===== src/rtl/phs_pkg.sv =====
package phs_pkg;

    localparam logic [31:0] C_MUL1 = 32'd747796405;
    localparam logic [31:0] C_INC  = 32'd2891336453;
    localparam logic [31:0] C_MUL2 = 32'd277803737;
    localparam logic [4:0]  C_SH_BASE = 5'd4;
    localparam int unsigned C_FOLD_SH = 22;
    localparam logic [7:0]  C_TRY_LAST = 8'd255;

    localparam logic [31:0] C_RST_LOW  = 32'sd0;
    localparam logic [31:0] C_RST_HIGH = 32'sd65536;

    typedef enum logic [1:0] {
        K_LOAD   = 2'd0,
        K_SCALAR = 2'd1,
        K_TRIPLE = 2'd2,
        K_BALL   = 2'd3
    } t_kind;

    typedef enum logic [0:0] {
        A_RANGE_LOW  = 1'b0,
        A_RANGE_HIGH = 1'b1
    } t_reg_idx;

    typedef enum logic [3:0] {
        S_IDLE,
        S_H_MUL1,
        S_H_ADD,
        S_H_MUL2,
        S_H_FOLD,
        S_SC_MUL,
        S_SC_ADD,
        S_SQ_MUL,
        S_SQ_ACC,
        S_DONE
    } t_state;

    typedef struct packed {
        logic [1:0]  kind;
        logic [31:0] seed_value;
    } t_in_item;

    typedef struct packed {
        logic signed [31:0] value_x;
        logic signed [31:0] value_y;
        logic signed [31:0] value_z;
        logic [31:0]        seed_after;
    } t_out_item;

endpackage


===== src/rtl/phs_mul.sv =====
module phs_mul
    import phs_pkg::*;
(
    input  logic        i_clk,
    input  logic [31:0] i_a,
    input  logic [31:0] i_b,
    output logic [63:0] o_p
);

    logic [63:0] r_p;

    always_ff @(posedge i_clk) begin
        r_p <= {32'd0, i_a} * {32'd0, i_b};
    end

    assign o_p = r_p;

endmodule


===== src/rtl/pcg_hash_uniform_sampler_top.sv =====
// Uniform sampler on a PCG RXS-M-XS hashed 32-bit seed. Kind 0 loads the seed and
// returns no beat. Kind 1 returns low + floor((high-low)*seed/2^32) in
// signed Q16.16 after one hash advance, kind 2 a triple after three, kind 3 a
// point in the unit ball drawn from (seed>>15)-65536 per axis, redrawn while the
// squared length is >= 1.0; after 256 rejected triples it returns the origin.
// All multiplies run through one registered 32x32 multiplier under a sequencer:
// each component steps through H_MUL1, H_ADD, H_MUL2 and H_FOLD, then SC_MUL and
// SC_ADD (or SQ_MUL and SQ_ACC for kind 3), and S_DONE registers the result.
// The block takes no new beat while a request is in flight; a finished result
// waits in S_DONE until the output register is free.
module pcg_hash_uniform_sampler_top
    import phs_pkg::*;
(
    input  logic        i_clk,
    input  logic        i_rst_n,
    input  logic        i_in_valid,
    output logic        o_in_ready,
    input  t_in_item    i_in_data,
    output logic        o_out_valid,
    input  logic        i_out_ready,
    output t_out_item   o_out_data,
    input  logic        psel,
    input  logic        penable,
    input  logic        pwrite,
    input  logic [2:0]  paddr,
    input  logic [31:0] pwdata,
    output logic [31:0] prdata,
    output logic        pready
);

    t_state      r_state, n_state;
    logic [31:0] r_low, r_high, r_seed, r_s;
    logic [1:0]  r_kind, r_comp;
    logic [7:0]  r_try;
    logic [33:0] r_len;
    logic [16:0] r_cabs;
    logic [31:0] r_vals [3];
    t_out_item   r_out;
    logic        r_out_valid;

    logic [31:0] mul_a, mul_b;
    logic [63:0] mul_p;

    logic        in_fire, out_free, last_comp, is_ball;
    logic [4:0]  sh;
    logic [31:0] xs, w, fold, new_seed_comp;
    logic [32:0] d, mag33;
    logic        neg;
    logic [32:0] t;
    logic [32:0] sample;
    logic [17:0] ball_c;
    logic [33:0] len_new;

    phs_mul u_mul (
        .i_clk (i_clk),
        .i_a   (mul_a),
        .i_b   (mul_b),
        .o_p   (mul_p)
    );

    assign in_fire   = i_in_valid && o_in_ready;
    assign out_free  = !r_out_valid || i_out_ready;
    assign is_ball   = (r_kind == K_BALL);
    assign last_comp = (r_kind == K_SCALAR) ? 1'b1 : (r_comp == 2'd2);

    assign sh   = {1'b0, r_s[31:28]} + C_SH_BASE;
    assign xs   = (r_s >> sh) ^ r_s;
    assign w    = mul_p[31:0];
    assign fold = w ^ (w >> C_FOLD_SH);
    assign new_seed_comp = fold;
    assign ball_c = {1'b0, new_seed_comp[31:15]} - 18'sd65536;

    assign d     = {r_high[31], r_high} - {r_low[31], r_low};
    assign neg   = d[32];
    assign mag33 = neg ? (33'd0 - d) : d;
    assign t     = neg ? (33'd0 - ({1'b0, mul_p[63:32]}
                                  + {32'd0, (mul_p[31:0] != 32'd0)}))
                       : {1'b0, mul_p[63:32]};
    assign sample = {r_low[31], r_low} + t;
    assign len_new = r_len + mul_p[33:0];

    always_comb begin
        n_state = r_state;
        case (r_state)
            S_IDLE:   if (in_fire && i_in_data.kind != K_LOAD) n_state = S_H_MUL1;
            S_H_MUL1: n_state = S_H_ADD;
            S_H_ADD:  n_state = S_H_MUL2;
            S_H_MUL2: n_state = S_H_FOLD;
            S_H_FOLD: n_state = is_ball ? S_SQ_MUL : S_SC_MUL;
            S_SC_MUL: n_state = S_SC_ADD;
            S_SC_ADD: n_state = last_comp ? S_DONE : S_H_MUL1;
            S_SQ_MUL: n_state = S_SQ_ACC;
            S_SQ_ACC: begin
                if (!last_comp) begin
                    n_state = S_H_MUL1;
                end else if (len_new[33:32] == 2'd0 || r_try == C_TRY_LAST) begin
                    n_state = S_DONE;
                end else begin
                    n_state = S_H_MUL1;
                end
            end
            S_DONE:   if (out_free) n_state = S_IDLE;
            default:  n_state = S_IDLE;
        endcase
    end

    always_comb begin
        o_in_ready = (r_state == S_IDLE);
        mul_a = 32'd0;
        mul_b = 32'd0;
        case (r_state)
            S_H_MUL1: begin
                mul_a = r_seed;
                mul_b = C_MUL1;
            end
            S_H_MUL2: begin
                mul_a = xs;
                mul_b = C_MUL2;
            end
            S_SC_MUL: begin
                mul_a = mag33[31:0];
                mul_b = r_seed;
            end
            S_SQ_MUL: begin
                mul_a = {15'd0, r_cabs};
                mul_b = {15'd0, r_cabs};
            end
            default: begin
                mul_a = 32'd0;
                mul_b = 32'd0;
            end
        endcase
    end

    always_ff @(posedge i_clk) begin
        if (!i_rst_n) begin
            r_state     <= S_IDLE;
            r_low       <= C_RST_LOW;
            r_high      <= C_RST_HIGH;
            r_seed      <= 32'd0;
            r_out_valid <= 1'b0;
        end else begin
            r_state <= n_state;
            if (psel && penable && pwrite) begin
                if (paddr[2] == A_RANGE_HIGH) r_high <= pwdata;
                else                          r_low  <= pwdata;
            end
            if (r_out_valid && i_out_ready && r_state != S_DONE) r_out_valid <= 1'b0;
            case (r_state)
                S_IDLE: begin
                    if (in_fire) begin
                        if (i_in_data.kind == K_LOAD) r_seed <= i_in_data.seed_value;
                        r_kind    <= i_in_data.kind;
                        r_comp    <= 2'd0;
                        r_try     <= 8'd0;
                        r_len     <= 34'd0;
                        r_vals[0] <= 32'd0;
                        r_vals[1] <= 32'd0;
                        r_vals[2] <= 32'd0;
                    end
                end
                S_H_ADD:  r_s <= w + C_INC;
                S_H_FOLD: begin
                    r_seed <= fold;
                    r_vals[r_comp] <= {{14{ball_c[17]}}, ball_c};
                    r_cabs <= ball_c[17] ? 17'(18'd0 - ball_c) : ball_c[16:0];
                end
                S_SC_ADD: begin
                    r_vals[r_comp] <= sample[31:0];
                    if (!last_comp) r_comp <= r_comp + 2'd1;
                end
                S_SQ_ACC: begin
                    if (!last_comp) begin
                        r_comp <= r_comp + 2'd1;
                        r_len  <= len_new;
                    end else if (len_new[33:32] != 2'd0) begin
                        if (r_try == C_TRY_LAST) begin
                            r_vals[0] <= 32'd0;
                            r_vals[1] <= 32'd0;
                            r_vals[2] <= 32'd0;
                        end else begin
                            r_try  <= r_try + 8'd1;
                            r_comp <= 2'd0;
                            r_len  <= 34'd0;
                        end
                    end
                end
                S_DONE: begin
                    if (out_free) begin
                        r_out_valid      <= 1'b1;
                        r_out.value_x    <= r_vals[0];
                        r_out.value_y    <= r_vals[1];
                        r_out.value_z    <= r_vals[2];
                        r_out.seed_after <= r_seed;
                    end
                end
                default: ;
            endcase
        end
    end

    assign o_out_valid = r_out_valid;
    assign o_out_data  = r_out;
    assign pready      = 1'b1;
    assign prdata      = (paddr[2] == A_RANGE_HIGH) ? r_high : r_low;

    a_load_seed: assert property (@(posedge i_clk) disable iff (!i_rst_n)
        (in_fire && i_in_data.kind == K_LOAD)
        |=> (r_seed == $past(i_in_data.seed_value)) && o_in_ready)
        else $error("seed load lost");

    a_ball_bounds: assert property (@(posedge i_clk) disable iff (!i_rst_n)
        ($rose(o_out_valid) && is_ball)
        |-> (o_out_data.value_x >= -32'sd65536) && (o_out_data.value_x < 32'sd65536)
         && (o_out_data.value_y >= -32'sd65536) && (o_out_data.value_y < 32'sd65536)
         && (o_out_data.value_z >= -32'sd65536) && (o_out_data.value_z < 32'sd65536))
        else $error("ball component out of range");

    a_scalar_zero: assert property (@(posedge i_clk) disable iff (!i_rst_n)
        ($rose(o_out_valid) && r_kind == K_SCALAR)
        |-> (o_out_data.value_y == 32'sd0) && (o_out_data.value_z == 32'sd0))
        else $error("scalar result has nonzero y or z");

endmodule


===== config.mk =====
export PLATFORM = sky130hd
export DESIGN_NAME = pcg_hash_uniform_sampler_top
export DESIGN_NICKNAME = d
export VERILOG_FILES = /design/src/rtl/phs_pkg.sv /design/src/rtl/phs_mul.sv /design/src/rtl/pcg_hash_uniform_sampler_top.sv
export SDC_FILE = /design/constraint.sdc
export NUM_CORES = 2
export LEC_CHECK = 0
export BUFFER_PORTS_ARGS = -buffer_cell sky130_fd_sc_hd__clkbuf_2
export CORE_UTILIZATION = 40
export CTS_BUF_LIST = sky130_fd_sc_hd__clkbuf_4
export DETAILED_ROUTE_END_ITERATION = 6
export HOLD_SLACK_MARGIN = 0.1
export SETUP_SLACK_MARGIN = 0.3
export SKIP_LAST_GASP = 1
export SLEW_MARGIN = 5
export SYNTH_ARGS = -nofsm -noshare
export SYNTH_HDL_FRONTEND = slang
export SYNTH_SLANG_ARGS = --single-unit
export TNS_END_PERCENT = 1

===== constraint.sdc =====
create_clock -name i_clk -period 19.5 [get_ports i_clk]
set_input_delay 0.975 -clock i_clk [delete_from_list [all_inputs] [get_ports i_clk]]
set_output_delay 0.975 -clock i_clk [all_outputs]
set_load 0.01 [all_outputs]

==> summary.txt <==
Placed design
  • IO Port Bufs: 235
  • DPL Wire Length: approximately 170 mm
  • Placed cells: slightly below 9,000
  • Routability Congestion: 0.991

Timing
  • Max Slew Vio Count: 0
  • Worst slew margin: 0.0900
  • Crit share post-route: 0.690
  • Setup violators final: 0
  • Skew final: ~74 ps
  • Final setup TNS: 0 ps
  • Hold Vio Cnt, Final: 0
  • Post-layout min period: between 10,000 and 15,000 ps
  • Least-Margin Pin Slew: 1350 ps
  • Unrepaired setup endpoints after global routing: no
  • Highest clock rate: about 74 MHz

Layout
  • FF/Latch Area: approximately 13,000 sq um
  • Commonest cells after routing, fill and taps aside: inv_1 (1,053), fa_1 (899), nand2_1 (810)
  • Area of the multi-input gates: ~43,000 sq um
  • Area added between synthesis and finish: 8.77%
  • Share of cells above drive strength 1: 0.104
  • Commonest non-fill, non-tap cell in the layout: inv_1
  • FILL cells: around 15,000
  • Layout Cells excl Fill: slightly above 9,000
  • Final nets: between 8,000 and 9,000

Logic synthesis
  • Syn Nets: roughly 8,100
  • Top FF cell, synth: edfxtp_1
  • Fraction of the mapped netlist area in adder cells: 0.377
  • Post-Synth Simple-Gate Area: 0.144
  • Post-synthesis sequential area ratio: 0.211
  • Largest family of logic cells by synthesized area: adder cells
  • Yosys reg bits: ~480
  • Post-synth EDFFs: about 320
  • Ys Warns: 0
  • Yosys cell types: 100
  • Ys async rst share: 0
  • Mux cell area share after synthesis: 0.0172
  • Compound-gate portion of the synthesized area: 0.124
  • Synth Instances: ~6,800
  • Post-synthesis xor/xnor area fraction: 0.0389
  • Synthesized area: just over 60,000 sq um
  • Synthesized area per cell: around 9 sq um

Floorplanning
  • Die ar.: roughly 150,000 sq um
  • Io pins: between 200 and 250
  • Initial Util: 0.403
  • Core Area: about 150,000 sq um
  • Die Span X: a little under 400 um
  • Cell Rows: 143
  • DIE HEIGHT: 393 um

Power
  • Total power: ~4500 uW
  • Sw Ratio: 0.468
  • Gate power share: 0.528
  • Reg power frac: 0.276
  • Peak VDD IR: approximately 47 uV
  • Pint: ~2400 uW
  • Lkg Pwr: 0.0307 uW
  • Clk pwr share: 0.196
  • Psw: approximately 2100 uW
  • Pwr dens: around 67 nW/um^2

Clocking
  • CTS tree: built
  • Clk slew on worst S/H paths: ~80 ps
  • Sink Count: about 480
  • Post-CTS Resized: 0
  • Root buffer cell: clkbuf_4
  • Post-CTS setup buffer count: 0
  • Cts hold-fix bufs: 2
  • Clock Path Buffers: 3
  • Num CTS Buffers: 116
  • Clock latency at the later pin of the worst-skew pair: ~1000 ps
  • CTS H-tree lvls: 3

GRT
  • Vias in the first global route: 50,900
  • Initial antenna violation count: 13
  • GR Util All Layers: 0.280
  • First-pass GRT wire length: about 320 mm
  • Largest net degree at the start of global routing: 78
  • GR Overflow Total: 0

Outcome
  • Status: finished, final reports clean

Route
  • DRC: 0
  • Via Count: 50,600
  • Drt first pass iters: 6
  • Routed vias/inst: 5.59
  • Post-Route WL: ~210 mm
  • Post-route ant nets: 0
  • Avg WL per Cell: between 20 and 25 um
  • 1st-iter DRT viols: 4,613

Setup path
  • R2r setup slk: 6050 ps
  • Worst Path Arrival: around 14,000 ps
  • Worst path max stage delay: 660 ps
  • Delay-heaviest family, CP: adder cells
  • Worst Path Required: 20,420 ps
  • Most frequent cell on the critical path: fa_1
  • CP max FO: 60
  • Endpoint class of the critical path: flip-flop
  • Worst R2R Path Depth: 40
  • WP buf/inv: 7
  • CP Depth: 40
  • Crit start category: flip-flop
  • Critical Setup Path Class: flip-flop to flip-flop
  • Crit path capture: u_mul.o_p[31]$_DFF_P_
  • Critical path startpoint: r_high[0]$_SDFFE_PN0P_
  • End of the worst register-to-register path: u_mul.o_p[31]$_DFF_P_
  • Slowest-stage cell, CP: o21bai_2
  • RR Startpoint: r_high[0]$_SDFFE_PN0P_

Hold path
  • Hold WC Path Type: primary input to flip-flop

Run
  • Max Cap Viol: 0
## final cells by class
cell class	instances	area share
Multi-Input combinational cell	4865	0.649
Tap cell	2030	0.0382
Antenna cell	10	0.000377
Inverter	1053	0.0595
Timing Repair Buffer	402	0.0367
Clock inverter	42	0.00331
Clock buffer	172	0.0194
Sequential cell	484	0.194
## power groups by stage
stage | Combinational (uW) | Clock, uW | Sequential, uW
after floorplan | 1520 | 0 | 1230
after global placement | 2280 | 0 | 1250
after detailed placement | 2310 | 0 | 1260
after CTS | 2320 | 894 | 1230
after global routing | 2530 | 945 | 1240
final | 2360 | 874 | 1230
## worst min path at each step
stage / from / endpoint / slack, ps / depth (start not counted)
global route: pwdata[19] / r_high[19]$_SDFFE_PN0P_ / 130 / 3
global placement: r_vals[2][13]$_SDFFCE_PN0P_ / o_out_data[45]$_DFFE_PP_ / 400 / 0
CTS: pwdata[21] / r_high[21]$_SDFFE_PN0P_ / 110 / 3
detailed placement: r_vals[0][9]$_SDFFCE_PN0P_ / o_out_data[105]$_DFFE_PP_ / 400 / 0
finish: pwdata[21] / r_high[21]$_SDFFE_PN0P_ / 200 / 3
floorplan: r_vals[0][4]$_SDFFCE_PN0P_ / o_out_data[100]$_DFFE_PP_ / 400 / 0
## tightest hold or removal path, cell delays in order
cell and delay, ps:
clkbuf_2 90, nand2_1 40, a21boi_0 60
## per-stage QoR
stage / hold WS [ps] / cell area [sq um] / setup slack (ps) / utilization
global placement: 402 / 64900 / 6350 / 0.428
detailed placement: 405 / 64900 / 6310 / 0.428
floorplan: 400 / 61100 / 8530 / -
finish: 203 / 66500 / 6050 / 0.438
CTS: 108 / 66400 / 6200 / 0.438
global route: 127 / 66400 / 5400 / 0.438
## cell usage after synthesis, drive strengths merged (29+ instances only)
master  number  area share
buf         93      0.0073
dfxtp      165       0.054
a211oi      40      0.0052
clkbuf     262       0.016
and2        46      0.0047
and3        39      0.0040
nand2b      56      0.0057
xnor2      156       0.022
fa         899        0.29
a31oi       49      0.0050
o211ai      33      0.0043
nor2       791       0.049
a21oi      314       0.026
edfxtp     319        0.16
o21ai      255       0.021
inv       1053       0.065
nand2      810       0.050
mux2i       58      0.0095
o21a        34      0.0042
nor3        72      0.0061
a21boi      85       0.010
xor2       111       0.016
o211a       29      0.0048
a21o       117       0.014
ha         401       0.082
nand3       81      0.0066
## layer usage
metal,track usage,routed length (um)
met5,0,43
met1,0.361,84400
met3,0.0626,20400
met4,0.126,11200
met2,0.448,98400
## kinds of logic after synthesis
family,count (synthesis)
simple gates,2058
buf+inv,1408
fa+ha+maj,1300
compound gates,1154
flops,484
xor+xnor,267
mux,85
other cells,1
## sequential cells by signal (all words and copies together) (netlist names)
register     flops
r_comp           2
o_out_data     128
r_s             32
r_vals          96
r_kind           2
r_cabs          17
r_len           34
r_try            8
r_low           32
o_out_valid      1
u_mul.o_p       64
r_high          32
r_state          4
r_seed          32
No activity file was read; power rests on OpenSTA's default activity.
